<file path="config.mk">
export PLATFORM = sky130hd
export DESIGN_NAME = utf8_decimal_to_int32_parser
export DESIGN_NICKNAME = d
export VERILOG_FILES = /design/src/hdl/u8d2i_pkg.sv /design/src/hdl/u8d2i_utf8_dec.sv /design/src/hdl/u8d2i_accum.sv /design/src/hdl/utf8_decimal_to_int32_parser.sv
export SDC_FILE = /design/constraint.sdc
export NUM_CORES = 1
export LEC_CHECK = 0
export BUFFER_PORTS_ARGS = -buffer_cell sky130_fd_sc_hd__clkbuf_2
export CAP_MARGIN = 30
export CORE_MARGIN = 1
export CORE_UTILIZATION = 45
export CTS_BUF_LIST = sky130_fd_sc_hd__clkbuf_4 sky130_fd_sc_hd__clkbuf_8
export DETAILED_ROUTE_END_ITERATION = 10
export GPL_ROUTABILITY_DRIVEN = 1
export PLACE_DENSITY = 0.62
export SLEW_MARGIN = 5
export SYNTH_ARGS = -nofsm -noshare
export SYNTH_HDL_FRONTEND = slang
export SYNTH_SLANG_ARGS = --single-unit
</file>
<file path="constraint.sdc">
create_clock -name clk -period 15.44 [get_ports clk]
set_input_delay 1.544 -clock clk [delete_from_list [all_inputs] [get_ports clk]]
set_output_delay 1.544 -clock clk [all_outputs]
set_load 0.1 [all_outputs]
</file>
<file path="src/hdl/u8d2i_pkg.sv">
`timescale 1ns / 1ps
`default_nettype none
package u8d2i_pkg;

  typedef struct packed {
    logic [7:0] byte_value;
    logic       has_byte;
    logic       is_last;
  } u8d2i_in_t;

  typedef struct packed {
    logic               ok;
    logic signed [31:0] parsed_value;
  } u8d2i_out_t;

  typedef struct packed {
    logic [1:0]  pending;
    logic [1:0]  seq_len;
    logic [20:0] partial;
  } u8d2i_dec_st_t;

  typedef struct packed {
    logic          sign_seen;
    logic          sign_neg;
    u8d2i_dec_st_t dec;
    logic          cp_valid;
    logic [15:0]   cp;
    logic          err;
  } u8d2i_dec_res_t;

  typedef struct packed {
    logic        digit_ok;
    logic        ovf;
    logic [31:0] mag;
  } u8d2i_acc_res_t;

  localparam logic [7:0] CH_PLUS  = 8'h2B;
  localparam logic [7:0] CH_MINUS = 8'h2D;

  localparam logic [1:0] SEQ_LEN2 = 2'd2;
  localparam logic [1:0] SEQ_LEN3 = 2'd3;

  localparam logic [20:0] MAX_CP  = 21'h10FFFF;
  localparam logic [20:0] SURR_LO = 21'h00D800;
  localparam logic [20:0] SURR_HI = 21'h00DFFF;

  localparam int NUM_ZERO_PTS = 37;

  localparam logic [15:0] ZERO_PTS [NUM_ZERO_PTS] = '{
    16'h0030, 16'h0660, 16'h06F0, 16'h07C0, 16'h0966, 16'h09E6, 16'h0A66, 16'h0AE6,
    16'h0B66, 16'h0BE6, 16'h0C66, 16'h0CE6, 16'h0D66, 16'h0DE6, 16'h0E50, 16'h0ED0,
    16'h0F20, 16'h1040, 16'h1090, 16'h17E0, 16'h1810, 16'h1946, 16'h19D0, 16'h1A80,
    16'h1A90, 16'h1B50, 16'h1BB0, 16'h1C40, 16'h1C50, 16'hA620, 16'hA8D0, 16'hA900,
    16'hA9D0, 16'hA9F0, 16'hAA50, 16'hABF0, 16'hFF10
  };

endpackage
`default_nettype wire

</file>
<file path="src/hdl/u8d2i_utf8_dec.sv">
`timescale 1ns / 1ps
`default_nettype none
module u8d2i_utf8_dec (
  input  wire logic [7:0]             byte_i,
  input  wire logic                   at_start_i,
  input  wire logic                   failed_i,
  input  wire u8d2i_pkg::u8d2i_dec_st_t dec_i,
  output u8d2i_pkg::u8d2i_dec_res_t   res_o
);
  import u8d2i_pkg::*;

  logic [20:0] cont;
  logic [1:0]  pend_dec;
  logic [20:0] min_cp;

  assign cont     = {dec_i.partial[14:0], byte_i[5:0]};
  assign pend_dec = dec_i.pending - 2'd1;

  always_comb begin
    case (dec_i.seq_len)
      SEQ_LEN2: min_cp = 21'h000080;
      SEQ_LEN3: min_cp = 21'h000800;
      default:  min_cp = 21'h010000;
    endcase
  end

  always_comb begin
    res_o           = '0;
    res_o.dec       = dec_i;
    if (at_start_i && (byte_i == CH_PLUS || byte_i == CH_MINUS)) begin
      res_o.sign_seen = 1'b1;
      res_o.sign_neg  = (byte_i == CH_MINUS);
    end else if (!failed_i) begin
      if (dec_i.pending == 2'd0) begin
        if (byte_i[7] == 1'b0) begin
          res_o.cp_valid = 1'b1;
          res_o.cp       = {8'd0, byte_i};
        end else if (byte_i inside {[8'hC2:8'hDF]}) begin
          res_o.dec.partial = {16'd0, byte_i[4:0]};
          res_o.dec.pending = 2'd1;
          res_o.dec.seq_len = 2'd2;
        end else if (byte_i inside {[8'hE0:8'hEF]}) begin
          res_o.dec.partial = {17'd0, byte_i[3:0]};
          res_o.dec.pending = 2'd2;
          res_o.dec.seq_len = 2'd3;
        end else if (byte_i inside {[8'hF0:8'hF4]}) begin
          res_o.dec.partial = {18'd0, byte_i[2:0]};
          res_o.dec.pending = 2'd3;
          res_o.dec.seq_len = 2'd0;
        end else begin
          res_o.err = 1'b1;
        end
      end else if (byte_i[7:6] != 2'b10) begin
        res_o.err = 1'b1;
      end else begin
        res_o.dec.partial = cont;
        res_o.dec.pending = pend_dec;
        if (pend_dec == 2'd0) begin
          res_o.dec.partial = '0;
          res_o.dec.seq_len = 2'd0;
          if (cont < min_cp || cont > MAX_CP || (cont >= SURR_LO && cont <= SURR_HI)) begin
            res_o.err = 1'b1;
          end else if (cont[20:16] != 5'd0) begin
            res_o.err = 1'b1;
          end else begin
            res_o.cp_valid = 1'b1;
            res_o.cp       = cont[15:0];
          end
        end
      end
    end
  end

endmodule
`default_nettype wire

</file>
<file path="src/hdl/u8d2i_accum.sv">
`timescale 1ns / 1ps
`default_nettype none
module u8d2i_accum (
  input  wire logic [15:0]             cp_i,
  input  wire logic                    neg_i,
  input  wire logic [31:0]             mag_i,
  output u8d2i_pkg::u8d2i_acc_res_t    res_o
);
  import u8d2i_pkg::*;

  logic        found;
  logic [3:0]  digit;
  logic [35:0] sum;
  logic [35:0] limit;

  always_comb begin
    found = 1'b0;
    digit = 4'd0;
    for (int i = 0; i < NUM_ZERO_PTS; i++) begin
      if (cp_i >= ZERO_PTS[i] && cp_i <= ZERO_PTS[i] + 16'd9) begin
        found = 1'b1;
        digit = 4'(cp_i - ZERO_PTS[i]);
      end
    end
  end

  assign sum   = {1'b0, mag_i, 3'b000} + {3'b000, mag_i, 1'b0} + {32'd0, digit};
  assign limit = neg_i ? 36'h0_8000_0000 : 36'h0_7FFF_FFFF;

  assign res_o.digit_ok = found;
  assign res_o.ovf      = (sum > limit);
  assign res_o.mag      = sum[31:0];

endmodule
`default_nettype wire

</file>
<file path="src/hdl/utf8_decimal_to_int32_parser.sv">
`timescale 1ns / 1ps
`default_nettype none
// Port group  Handshake              Payload
// in_         in_valid / in_ready    in_data  (byte_value, has_byte, is_last)
// out_        out_valid / out_ready  out_data (ok, parsed_value)
//
// One item per cycle but for the stall below: an item is held in the input
// register, then the UTF-8 decode, digit lookup and multiply-by-ten accumulate
// update the string state. An item with is_last loads the result register.
// Reset (synchronous, rst_n low) empties both registers and starts a new string.
// A stalled result holds the last item in the input register; other items flow.
module utf8_decimal_to_int32_parser (
  input  wire logic                  clk,
  input  wire logic                  rst_n,
  input  wire logic                  in_valid,
  output logic                       in_ready,
  input  wire u8d2i_pkg::u8d2i_in_t  in_data,
  output logic                       out_valid,
  input  wire logic                  out_ready,
  output u8d2i_pkg::u8d2i_out_t      out_data
);
  import u8d2i_pkg::*;

  u8d2i_in_t      in_r;
  logic           in_v_r;
  logic           at_start_r, at_start_nxt;
  logic           neg_r, neg_nxt;
  logic           seen_r, seen_nxt;
  logic           failed_r, failed_nxt;
  logic [31:0]    mag_r, mag_nxt;
  u8d2i_dec_st_t  dec_r, dec_nxt;
  u8d2i_out_t     out_r, out_nxt;
  logic           out_v_r, out_v_nxt;

  u8d2i_dec_res_t dec_res;
  u8d2i_acc_res_t acc_res;
  logic           out_free;
  logic           step_fire;
  logic           good;
  logic           digit_take;

  assign out_free  = !out_v_r || out_ready;
  assign step_fire = in_v_r && (!in_r.is_last || out_free);
  assign in_ready  = !in_v_r || step_fire;

  u8d2i_utf8_dec u_dec (
    .byte_i     (in_r.byte_value),
    .at_start_i (at_start_r),
    .failed_i   (failed_r),
    .dec_i      (dec_r),
    .res_o      (dec_res)
  );

  u8d2i_accum u_acc (
    .cp_i  (dec_res.cp),
    .neg_i (neg_r),
    .mag_i (mag_r),
    .res_o (acc_res)
  );

  assign digit_take = dec_res.cp_valid && acc_res.digit_ok && !acc_res.ovf;

  always_comb begin
    at_start_nxt = at_start_r;
    neg_nxt      = neg_r;
    seen_nxt     = seen_r;
    failed_nxt   = failed_r;
    mag_nxt      = mag_r;
    dec_nxt      = dec_r;
    out_v_nxt    = out_v_r && !out_ready;
    out_nxt      = out_r;
    good         = 1'b0;
    if (step_fire) begin
      if (in_r.has_byte) begin
        at_start_nxt = 1'b0;
        if (dec_res.sign_seen) begin
          neg_nxt = dec_res.sign_neg;
        end
        dec_nxt    = dec_res.dec;
        failed_nxt = failed_r || dec_res.err || (dec_res.cp_valid && !digit_take);
        if (digit_take) begin
          mag_nxt  = acc_res.mag;
          seen_nxt = 1'b1;
        end
      end
      if (in_r.is_last) begin
        good                 = !failed_nxt && seen_nxt && (dec_nxt.pending == 2'd0);
        out_v_nxt            = 1'b1;
        out_nxt.ok           = good;
        out_nxt.parsed_value = !good ? 32'sd0 :
                               neg_nxt ? $signed(32'd0 - mag_nxt) : $signed(mag_nxt);
        at_start_nxt         = 1'b1;
        neg_nxt              = 1'b0;
        seen_nxt             = 1'b0;
        failed_nxt           = 1'b0;
        mag_nxt              = '0;
        dec_nxt              = '0;
      end
    end
  end

  always_ff @(posedge clk) begin
    if (!rst_n) begin
      in_v_r     <= 1'b0;
      out_v_r    <= 1'b0;
      at_start_r <= 1'b1;
      neg_r      <= 1'b0;
      seen_r     <= 1'b0;
      failed_r   <= 1'b0;
      mag_r      <= '0;
      dec_r      <= '0;
    end else begin
      if (in_ready) begin
        in_v_r <= in_valid;
      end
      out_v_r    <= out_v_nxt;
      at_start_r <= at_start_nxt;
      neg_r      <= neg_nxt;
      seen_r     <= seen_nxt;
      failed_r   <= failed_nxt;
      mag_r      <= mag_nxt;
      dec_r      <= dec_nxt;
    end
  end

  always_ff @(posedge clk) begin
    if (in_ready && in_valid) begin
      in_r <= in_data;
    end
    out_r <= out_nxt;
  end

  assign out_valid = out_v_r;
  assign out_data  = out_r;

endmodule
`default_nettype wire
</file>
Yosys cells after proc, flatten, opt, wreduce, memory -nomap -nowiden:

Index checks and enable logic that the tools add are counted.
Widths: inputs -> output; s select.

* flip-flop bits (word level): 100
* memories kept: 0
* ROM bits: 0
* latch bits: 0
* logic and storage cells: 346
* input bits: 14
* bits in writable memories: 0

* $lt $le $gt $ge: 85
* multiplexer cells: 119
* div/mod/pow operators: 0
* reductions and logical operators: 74
* $mul: 0
* bitwise gates (word level): 0
* eq/ne operators: 12
* add/subtract/negate cells: 41
* shift-type cells: 0

Operators with widths (number)
* $ge 16x12->1 const B: 13
* $le 16x12->1 const B: 13
* $ge 16x13->1 const B: 12
* $le 16x13->1 const B: 12
* $mux 32: 6
* $mux 25: 7
* $mux 4: 37
* $mux 43: 3
* $ge 16x16->1 const B: 8
* $le 16x16->1 const B: 8
* $sub 4x1->4 const B: 26
* $mux 1: 59
* $mux 17: 3
* $logic_and 1x1->1: 50
* $ge 16x11->1 const B: 3
* $le 16x11->1 const B: 3
* $sub 4x3->4 const B: 11
* $mux 42: 1
* $mux 41: 1
* $add 35x33->36: 1
* $add 36x4->36: 1
* $gt 36x36->1: 1
* $pmux 17 s2: 1
* $sub 1x32->32 const A: 1
* other kinds (26): 50

Longest topological paths before layout:

Gate-level depths: netlist of the first run.

* depth after elaboration: 62
* depth in mapped cells: 52
* mapped depth without buffers: 48

By module:

A second synthesis of the first run with hierarchy kept.

* cells, all modules: 1258
* area total of the unflattened synthesis: 10319.9 µm²

By module, submodules not included
* utf8_decimal_to_int32_parser: instances 1, area an instance 5612.9 µm², cells an instance 601, seq. area each 2552.4 µm²
* u8d2i_accum: instances 1, area an instance 3643.5 µm², cells an instance 492, seq. area each 0.0 µm²
* u8d2i_utf8_dec: instances 1, area an instance 1063.5 µm², cells an instance 165, seq. area each 0.0 µm²

Worst setup path after synthesis of the first run:

Ideal clock, no wire load.

* path kind: register to register
* start: reg dec_r[23] (netlist bit)
* end: reg out_r, in the netlist out_data[24], data pin
* setup time: 146 ps
* setup slack: 4241 ps
* data arrival time: 11053 ps
* period minus slack after synthesis: 11199 ps
* cell stages (with the launch flop): 51
* cells stage by stage: dfxtp_1 -> inv_1 -> ha_1 -> buf_2 -> a21oi_1 -> o31a_1 -> o41ai_4 -> nor2_1 -> and2_1 -> ha_1 -> nand2_1 -> nor3_1 -> nand4b_1 -> and3_1 -> a211o_1 -> o2111a_1 -> nand3_1 -> a32oi_1 -> [... 15 more ...] -> a31oi_1 -> nand2_1 -> nand2_1 -> a31oi_1 -> o2111ai_4 -> buf_6 -> buf_2 -> mux2i_1 -> ha_1 -> clkbuf_1 -> nand3b_1 -> or4_1 -> or4_1 -> nor3_1 -> nor2_1 -> mux2_2 -> or3_1 -> a21oi_1

* cells in the longest elaborated chain, start to end: 58
* elaborated cells on any way between the ends: 260
* those cells by class: 40 x add/sub; 75 x order compare; 95 x mux; 50 x reduce/logical

RTL lines
* start, declared: line utf8_decimal_to_int32_parser.sv:31 `u8d2i_dec_st_t dec_r, dec_nxt;`
* start signal, assigned: line utf8_decimal_to_int32_parser.sv:122 `dec_r <= dec_nxt;`
* branches (longest 58 deep; another with $ge 16x6->1)
* end signal, assigned: line utf8_decimal_to_int32_parser.sv:130 `out_r <= out_nxt;`
* end, declared: line utf8_decimal_to_int32_parser.sv:32 `u8d2i_out_t out_r, out_nxt;`

Several ways; the timed one is not identified. The select of a mux whose other input is x is not followed.
A chain may end at the register's enable or synchronous reset.

Final worst setup path of the first run:

Same ends and word-level chain as after synthesis.

==> results.ini, run 1 <==
[min_path]
hold_path_class=flop to flop
min_from=at_start_r$_SDFFE_PN1P_

[floorplanning]
fp.coreArea_um2=24250
fp.dieH_um=158.9
io_pins=49
dieArea_um2=25240
fp-row-count=57
start_util=0.4567
die_x_um=158.9

[clock_tree]
cts_resized=0
postCtsHoldBufs=0
tritoncts=built
cts_buffers=9
cts_buffer_depth=2
path_clk_slew_ns=0.12
cts_setup_buffers=0
cts.sinks=100
cts-root-buf=clkbuf_8
clk_latency_ns=0.40
htreeDepth=3

[route]
via_per_inst=6.572
first_pass_iters=5
postRouteAntennaNets=0
vias=11220
route.detailed.drc=0
routed_wl_um=38790
drt-initial-drc-count=889
wl_per_cell_um=22.72

[placed_design]
io_buffers=48
gp_congestion=1.008
dp.cells=1690
place_ws_ns=2.154
dp_hpwl_um=29270

[cells_and_area]
final_common_cell=nand2_1
instances_no_fill=1707
layout_common_cells=116 x nand2_1, 101 x ha_1, 96 x nor2_1, 82 x a21oi_1, 57 x dfxtp_1
diodes=0
final_net_count=1495
drive_above_1_share=0.1041
area_delta_synth_final_pct=6.722

[global_route]
overflow=0
grt_pass1_vias=10760
grt_max_degree=58
grtUsageTotal=0.3046
grt_pass1_wl_um=60760
antenna_found_initial=0

[sta]
rsz0062_at_grt=false
final_hold_viol_count=0
worst_pin_slew_ns=1.002
slew_headroom=0.3314
setup_ws_ns=1.923
skew_ns=0.02164
post-route-min-period_ns=13.52
clock.fmax_mhz=73.98
fin_setup_tns_ns=0
final-setup-viol-count=0
min_period_over_period=0.8754
slew_violations=0

[setup_path]
worstPathArrival_ns=13.78
critPathKind=flop to flop
path_common_cell=a21oi_1
crit_slowest_cell=o31a_1
critical_path_buf_inv_count=3
cp_top_family=compound AO/OA/AOI/OAI gates
cpPeakStageDelay_ns=0.67
path_max_fanout=49
worst_setup_path_end_kind=flop
crit_required_ns=15.70
r2r-start=dec_r[23]$_SDFFE_PN0P_
crit_start=dec_r[23]$_SDFFE_PN0P_
ff2ff_setup_slack_ns=1.92
cp-start-kind=flop

[synth]
synth_cell_types=99
synth-xor-area-share=0.03875
synth_cells=1373
synth_fp_nets=1490
synth-seq-cells=100
ys.flop_type=dfxtp_1
synth_top_family_by_area=compound AO/OA/AOI/OAI gates
async_flop_share=0
synthMuxAreaShare=0.04723
syn-cell-area_um2=11070
yosysSeqAreaShare=0.2196
synth_compound_area_frac=0.2744
synthSimpleGateAreaFrac=0.2583
avgSynthCellArea_um2=8.066
yosys_warnings=0
synth_fa_ha_area_frac=0.1177
synth_edf_count=43

[pwr]
power.density_nw_per_um2=46.39
irDropWorstVdd_uv=38.84
p_leak_nw=5.004

[status]
status=finished, final reports clean

[job]
drv_cap=0

[logic make-up (layout without fill, tap and decap cells)]
| kind of cell | after synthesis | after routing |
|---|---|---|
| adder cells (fa/ha/maj) | 103 | 103 |
| XOR/XNOR | 49 | 49 |
| buffers and inverters | 118 | 128 |
| flip-flops | 100 | 100 |
| AO/OA/AOI/OAI | 410 | 410 |
| multiplexers | 50 | 50 |
| AND/OR/NAND/NOR | 543 | 543 |
[where the power goes]
part	internal, mW	leakage (nW)	switching, mW
logic	0.0179	4.05	0.0537
registers	0.279	0.857	0.00659
clock network	0.0787	0.101	0.112
total	0.376	5.00	0.172
[state kept, by name, summed over array words and instances (netlist names)]
register    count
at_start_r      1
failed_r        1
in_r           10
seen_r          1
mag_r          32
dec_r          19
out_valid       1
out_data       33
neg_r           1
in_v_r          1
[tightest hold or removal path, delay by kind of cell, from the launching register on]
family,cells,cell delay [ns]
simple gates,2,0.11
flops,1,0.33
[path summary, 6_finish.rpt]
check             cells past startpoint                         end
setup / recovery                     47  out_data[24]$_SDFFCE_PN0P_
hold / removal                        2     at_start_r$_SDFFE_PN1P_
setup reg to reg                     47  out_data[24]$_SDFFCE_PN0P_
hold reg to reg                       2     at_start_r$_SDFFE_PN1P_
[routing by layer]
metal  track usage  share of wire  vias to the layer above
met5             0              0                        -
met4        0.1521          0.048                        0
met3       0.04258          0.064                      125
met2        0.4996           0.46                      475
met1        0.3905           0.42                     5369
li1              -              -                     5249
[synthesized netlist by cell type (all sizes together) (37+ instances only)]
master | n | area (um2)
ha | 101 | 1264
clkbuf | 61 | 230.2
a21o | 37 | 277.8
edfxtp | 43 | 1291
a21oi | 82 | 410.4
o21ai | 50 | 254.0
dfxtp | 57 | 1141
nor2 | 97 | 364.1
nor3 | 47 | 235.2
nand2 | 116 | 435.4
nand3 | 52 | 260.3
nor2b | 55 | 344.1
[layout make-up]
class	count	area [um2]
Tap cell	324	405.4
Inverter	36	135.1
Timing Repair Buffer	76	450.4
Multi-Input combinational cell	1155	8182
Clock buffer	9	123.9
Sequential cell	100	2432
Clock inverter	7	90.09
Fill cell	2433	12430
[stage by stage]
stage               power [mW]  cell area, um2  utilization  hold slack, ns
global placement        0.3620           11600       0.4783          0.4645
global route            0.5673           11820       0.4874          0.5297
floorplan               0.3418           11070            -          0.4307
CTS                     0.5520           11810       0.4871          0.4914
detailed placement      0.3618           11600       0.4783          0.4743
finish                  0.5482           11820       0.4874          0.4846
(Power assumes the default switching activity.)
==> inputs of run 2 (changes only) <==
Settings changed: CORE_MARGIN 1 to 5.
==> run 2 against run 1 <==
Against the previous run:
- global-route usage shrank 3.5 points
- sequential cell count unchanged
- utilization down 0.14 points
- sequential share of layout area is 0.059 points higher
- cell count decreased by 0.35%
- critical path depth stayed put
- critical path type unchanged
- largest cell class unchanged
- largest power group unchanged
==> results.ini, run 2 (synthesis gave the netlist of run 1 again) <==
[route]
wl_per_cell_um=22.83  ; was 22.72 um
vias=11170  ; was 11220
first_pass_iters=5  ; unchanged
routed_wl_um=38830  ; was 38790 um
drt-initial-drc-count=1310  ; was 889
via_per_inst=6.565  ; was 6.572
postRouteAntennaNets=0  ; unchanged
route.detailed.drc=0  ; unchanged

[min_path]
min_from=at_start_r$_SDFFE_PN1P_  ; unchanged
hold_depth=2  ; unchanged
hold_path_class=flop to flop  ; unchanged
hold_path_end=at_start_r$_SDFFE_PN1P_  ; unchanged

[clock_tree]
cts_buffer_depth=2  ; unchanged
postCtsHoldBufs=0  ; unchanged
cts_resized=0  ; unchanged
cts-root-buf=clkbuf_8  ; unchanged
path_clk_slew_ns=0.13  ; was 0.12 ns
cts_setup_buffers=0  ; unchanged
cts.sinks=100  ; unchanged
htreeDepth=3  ; unchanged
tritoncts=built  ; unchanged
cts_buffers=9  ; unchanged
clk_latency_ns=0.41  ; was 0.40 ns

[sta]
whs_ns=0.4771  ; was 0.4846 ns
final_hold_viol_count=0  ; unchanged
min_period_over_period=0.8995  ; was 0.8754
worst_pin_slew_ns=1.038  ; was 1.002 ns
skew_ns=0.03321  ; was 0.02164 ns
clock.fmax_mhz=72.00  ; was 73.98 MHz
slew_headroom=0.3053  ; was 0.3314
post-route-min-period_ns=13.89  ; was 13.52 ns
rsz0062_at_grt=false  ; unchanged
fin_setup_tns_ns=0  ; unchanged
setup_ws_ns=1.551  ; was 1.923 ns
slew_violations=0  ; unchanged
final-setup-viol-count=0  ; unchanged

[cells_and_area]
area_delta_synth_final_pct=6.418  ; was 6.722%
instances_no_fill=1701  ; was 1707
design_area_um2=11790  ; was 11820 um2
layout_common_cells=116 x nand2_1, 101 x ha_1, 96 x nor2_1, 82 x a21oi_1, 57 x dfxtp_1  ; unchanged
final_net_count=1489  ; was 1495
largest_reg_flops=33  ; unchanged
final_common_cell=nand2_1  ; unchanged
drive_above_1_share=0.1002  ; was 0.1041
diodes=0  ; unchanged
postLayoutCoreUtil=0.4860  ; was 0.4874

[placed_design]
place_ws_ns=1.777  ; was 2.154 ns
place_area_um2=11580  ; was 11600 um2
gp_congestion=1.012  ; was 1.008
dp.cells=1684  ; was 1690
io_buffers=48  ; unchanged
dp_hpwl_um=29520  ; was 29270 um

[setup_path]
r2r-start=dec_r[23]$_SDFFE_PN0P_  ; unchanged
path_max_fanout=49  ; unchanged
path_common_cell=a21oi_1  ; unchanged
cpPeakStageDelay_ns=0.73  ; was 0.67 ns
rr_endpoint=out_data[24]$_SDFFCE_PN0P_  ; unchanged
cp-start-kind=flop  ; unchanged
ff2ff_setup_slack_ns=1.55  ; was 1.92 ns
worst_setup_path_end_kind=flop  ; unchanged
critPathKind=flop to flop  ; unchanged
worstPathArrival_ns=14.16  ; was 13.78 ns
crit_start=dec_r[23]$_SDFFE_PN0P_  ; unchanged
ff2ff_path_depth=47  ; unchanged
crit_required_ns=15.71  ; was 15.70 ns
crit_slowest_cell=o311ai_0  ; was o31a_1

[floorplanning]
io_pins=49  ; unchanged
dieArea_um2=27850  ; was 25240 um2
start_util=0.4567  ; unchanged
fp-row-count=57  ; unchanged
fp.coreArea_um2=24250  ; unchanged
die_x_um=166.9  ; was 158.9 um
fp.dieH_um=166.9  ; was 158.9 um

[pwr]
p_leak_nw=4.983  ; was 5.004 nW
irDropWorstVdd_uv=33.08  ; was 38.84 uV
power_uw=541.2  ; was 548.2 uW
power.density_nw_per_um2=45.92  ; was 46.39 nW/um2

[global_route]
grt_max_degree=50  ; was 58
antenna_found_initial=0  ; unchanged
overflow=0  ; unchanged
grt_pass1_vias=10640  ; was 10760
grtUsageTotal=0.2694  ; was 0.3046
grt_pass1_wl_um=61090  ; was 60760 um

[status]
status=finished, final reports clean  ; unchanged

[job]
drv_cap=0  ; unchanged

-- run 2: cell count changes in the layout (fill, tap and decap cells not counted) --
| cell | change |
|---|---|
| buf_16 | +1 |
| buf_4 | -8 |
| buf_8 | +1 |
| bufinv_16 | -1 |
| clkinv_4 | +2 |
| clkinvlp_4 | -2 |
| inv_8 | +1 |
-- run 2: worst max-delay path by stage --
stage / to / slack, ns / cells after the start
after floorplan: out_data[24]$_SDFFCE_PN0P_ / 4.24 / 50
after global placement: out_data[24]$_SDFFCE_PN0P_ / 2.24 / 46
after detailed placement: out_data[24]$_SDFFCE_PN0P_ / 1.78 / 47
after CTS: out_data[24]$_SDFFCE_PN0P_ / 1.76 / 47
after global routing: out_data[28]$_SDFFCE_PN0P_ / 0.59 / 47
final: out_data[24]$_SDFFCE_PN0P_ / 1.55 / 47
-- run 2: where the power goes --
group          switching (mW)  leakage [nW]  internal [mW]
registers             0.00779         0.857          0.279
clock network           0.119         0.101         0.0643
logic                  0.0529          4.03         0.0181
-- run 2: critical path, delay by kind of cell (launching register included) --
kind / cells / cell delay [ns]
AOI/OAI and AO/OA: 18 / 5.04
and+or+nand+nor: 18 / 4.45
adders and majority gates: 6 / 2.46
buffers and inverters: 3 / 0.68
muxes: 2 / 0.65
DFF: 1 / 0.42
-- run 2: final cells by class --
class / count / area [um2]
clock buffer: 9 / 123.9
clock inverter: 7 / 73.82
fill: 2383 / 12460
inverter: 36 / 135.1
multi-input combinational: 1155 / 8182
sequential: 100 / 2432
tap: 324 / 405.4
timing repair buffer: 70 / 432.9
-- run 2: layer usage --
metal  share of wire  track usage  vias up
li1                -            -     5234
met1            0.42       0.3482     5365
met2            0.48       0.4600      464
met3           0.055      0.02821      104
met4           0.041       0.1096        0
met5               0            0        -
==> inputs of run 3 (changes only) <==
Settings changed: CORE_UTILIZATION 45 to 30, PLACE_DENSITY 0.62 to 0.46, SYNTH_HIERARCHICAL set to 1.
==> run 3 against run 2 <==
Against the previous run:
- routed wire length down 13%
- count of clock-buffer cells in the layout unchanged
- total power down 3.7%
- highest routed layer unchanged
==> results.ini, run 3 <==
[clock_tree]
clk_latency_ns=0.42  ; was 0.41 ns
cts-root-buf=clkbuf_8  ; unchanged
htreeDepth=3  ; unchanged
cts.sinks=100  ; unchanged
cts_buffer_depth=2  ; unchanged
cts_buffers=9  ; unchanged
tritoncts=built  ; unchanged
postCtsHoldBufs=0  ; unchanged
cts_resized=0  ; unchanged
cts_setup_buffers=0  ; unchanged
path_clk_slew_ns=0.12  ; was 0.13 ns

[route]
postRouteAntennaNets=0  ; unchanged
routed_wl_um=33830  ; was 38830 um
drt-initial-drc-count=758  ; was 1310
via_per_inst=5.613  ; was 6.565
vias=9463  ; was 11170
first_pass_iters=5  ; unchanged
wl_per_cell_um=20.07  ; was 22.83 um
route.detailed.drc=0  ; unchanged

[sta]
slew_violations=0  ; unchanged
min_period_over_period=0.8196  ; was 0.8995
final-setup-viol-count=0  ; unchanged
skew_ns=0.02979  ; was 0.03321 ns
slew_headroom=0.3647  ; was 0.3053
final_hold_viol_count=0  ; unchanged
rsz0062_at_grt=false  ; unchanged
worst_pin_slew_ns=0.9457  ; was 1.038 ns
clock.fmax_mhz=79.03  ; was 72.00 MHz
post-route-min-period_ns=12.65  ; was 13.89 ns
fin_setup_tns_ns=0  ; unchanged

[global_route]
grtUsageTotal=0.1789  ; was 0.2694
overflow=0  ; unchanged
grt_pass1_vias=9156  ; was 10640
antenna_found_initial=0  ; unchanged
grt_max_degree=58  ; was 50
grt_pass1_wl_um=52760  ; was 61090 um

[cells_and_area]
drive_above_1_share=0.09612  ; was 0.1002
layout_common_cells=108 x nand2_1, 101 x ha_1, 97 x nor2_1, 82 x a21oi_1, 62 x o21ai_0  ; was 116 x nand2_1, 101 x ha_1, 96 x nor2_1, 82 x a21oi_1, 57 x dfxtp_1
design_area_um2=10870  ; was 11790 um2
postLayoutCoreUtil=0.3266  ; was 0.4860
diodes=0  ; unchanged
area_delta_synth_final_pct=8.479  ; was 6.418%
final_common_cell=nand2_1  ; unchanged
largest_reg_flops=33  ; unchanged
final_net_count=1350  ; was 1489

[job]
drv_cap=0  ; unchanged

[status]
status=finished, final reports clean  ; unchanged

[synth]
synth_fp_nets=1339  ; was 1490
syn-cell-area_um2=10020  ; was 11070 um2
synth_cells=1222  ; was 1373
avgSynthCellArea_um2=8.199  ; was 8.066 um2
yosys_warnings=6  ; was 0

[setup_path]
crit_slowest_cell=o311ai_1  ; was o311ai_0
crit_required_ns=15.59  ; was 15.71 ns
path_max_fanout=57  ; was 49
cpPeakStageDelay_ns=0.63  ; was 0.73 ns
cp-start-kind=flop  ; unchanged
cp_top_family=compound AO/OA/AOI/OAI gates  ; unchanged
critical_path_buf_inv_count=2  ; was 3
path_common_cell=ha_1  ; was a21oi_1
rr_endpoint=out_data[18]$_SDFFCE_PN0P_  ; was out_data[24]$_SDFFCE_PN0P_
r2r-start=in_r[8]$_DFFE_PP_  ; was dec_r[23]$_SDFFE_PN0P_
worstPathArrival_ns=12.80  ; was 14.16 ns
ff2ff_path_depth=41  ; was 47
critPathKind=flop to flop  ; unchanged
ff2ff_setup_slack_ns=2.79  ; was 1.55 ns
worst_setup_path_end_kind=flop  ; unchanged

[min_path]
hold_path_end=seen_r$_SDFFE_PN0P_  ; was at_start_r$_SDFFE_PN1P_
hold_path_class=flop to flop  ; unchanged
hold_depth=2  ; unchanged
min_from=seen_r$_SDFFE_PN0P_  ; was at_start_r$_SDFFE_PN1P_

[floorplanning]
fp.coreArea_um2=33280  ; was 24250 um2
dieArea_um2=37150  ; was 27850 um2
die_x_um=192.8  ; was 166.9 um
fp-row-count=67  ; was 57
start_util=0.3011  ; was 0.4567
fp.dieH_um=192.8  ; was 166.9 um
io_pins=49  ; unchanged

[placed_design]
place_area_um2=10680  ; was 11580 um2
gp_congestion=0.8955  ; was 1.012
dp_hpwl_um=24980  ; was 29520 um
io_buffers=48  ; unchanged

[pwr]
p_leak_nw=4.406  ; was 4.983 nW
power_uw=521.3  ; was 541.2 uW
irDropWorstVdd_uv=45.68  ; was 33.08 uV
power.density_nw_per_um2=47.96  ; was 45.92 nW/um2

[run 3: final cells by class]
cell class,instances,area [um2]
Tap cell,448,560.5
Multi-Input combinational cell,1035,7207
Timing Repair Buffer,67,404.1
Inverter,20,75.07
Clock buffer,9,123.9
Fill cell,3585,22410
Sequential cell,100,2432
Clock inverter,7,66.31
[run 3: worst max-delay path by stage]
stage	from	to	slack [ns]	cells after the start
final	in_r[8]$_DFFE_PP_	out_data[18]$_SDFFCE_PN0P_	2.79	41
after global routing	in_r[9]$_DFFE_PP_	out_data[18]$_SDFFCE_PN0P_	1.62	41
after CTS	in_r[8]$_DFFE_PP_	out_data[18]$_SDFFCE_PN0P_	2.91	41
after detailed placement	in_r[8]$_DFFE_PP_	out_data[18]$_SDFFCE_PN0P_	3.01	41
after global placement	dec_r[10]$_SDFFE_PN0P_	out_data[18]$_SDFFCE_PN0P_	2.97	41
after floorplan	dec_r[22]$_SDFFE_PN0P_	out_data[30]$_SDFFCE_PN0P_	5.15	44
[run 3: worst register-to-register path: cells and delay by family, from the launching register on]
family          cells  cell delay [ns]
buf+inv             2             0.66
mux                 1             0.44
simple gates       12             3.17
compound gates     20             5.42
flops               1             0.57
fa+ha+maj           4             1.44
xor+xnor            2             0.70
[run 3: report_power, final]
group          total, mW  internal, mW  switching (mW)
combinational     0.0575        0.0140          0.0436
sequential         0.283         0.279         0.00464
clock              0.180        0.0634           0.117
[run 3: layer usage]
metal	routed length, um	global-route usage	up-vias
met2	15350	0.2866	212
met4	418	0.03840	0
li1	-	-	4633
met5	0	0	-
met3	1490	0.02551	27
met1	16570	0.2557	4591
[run 3: through the flow]
stage / hold slack (ns) / worst slack (ns) / std cells
2_1_floorplan: 0.4407 / 5.155 / 1222
3_3_place_gp: 0.5100 / 2.967 / 1667
4_1_cts: 0.5357 / 2.906 / 1686
6_report: 0.5340 / 2.786 / 1686
5_1_grt: 0.5670 / 1.619 / 1686
3_5_place_dp: 0.5134 / 3.006 / 1670
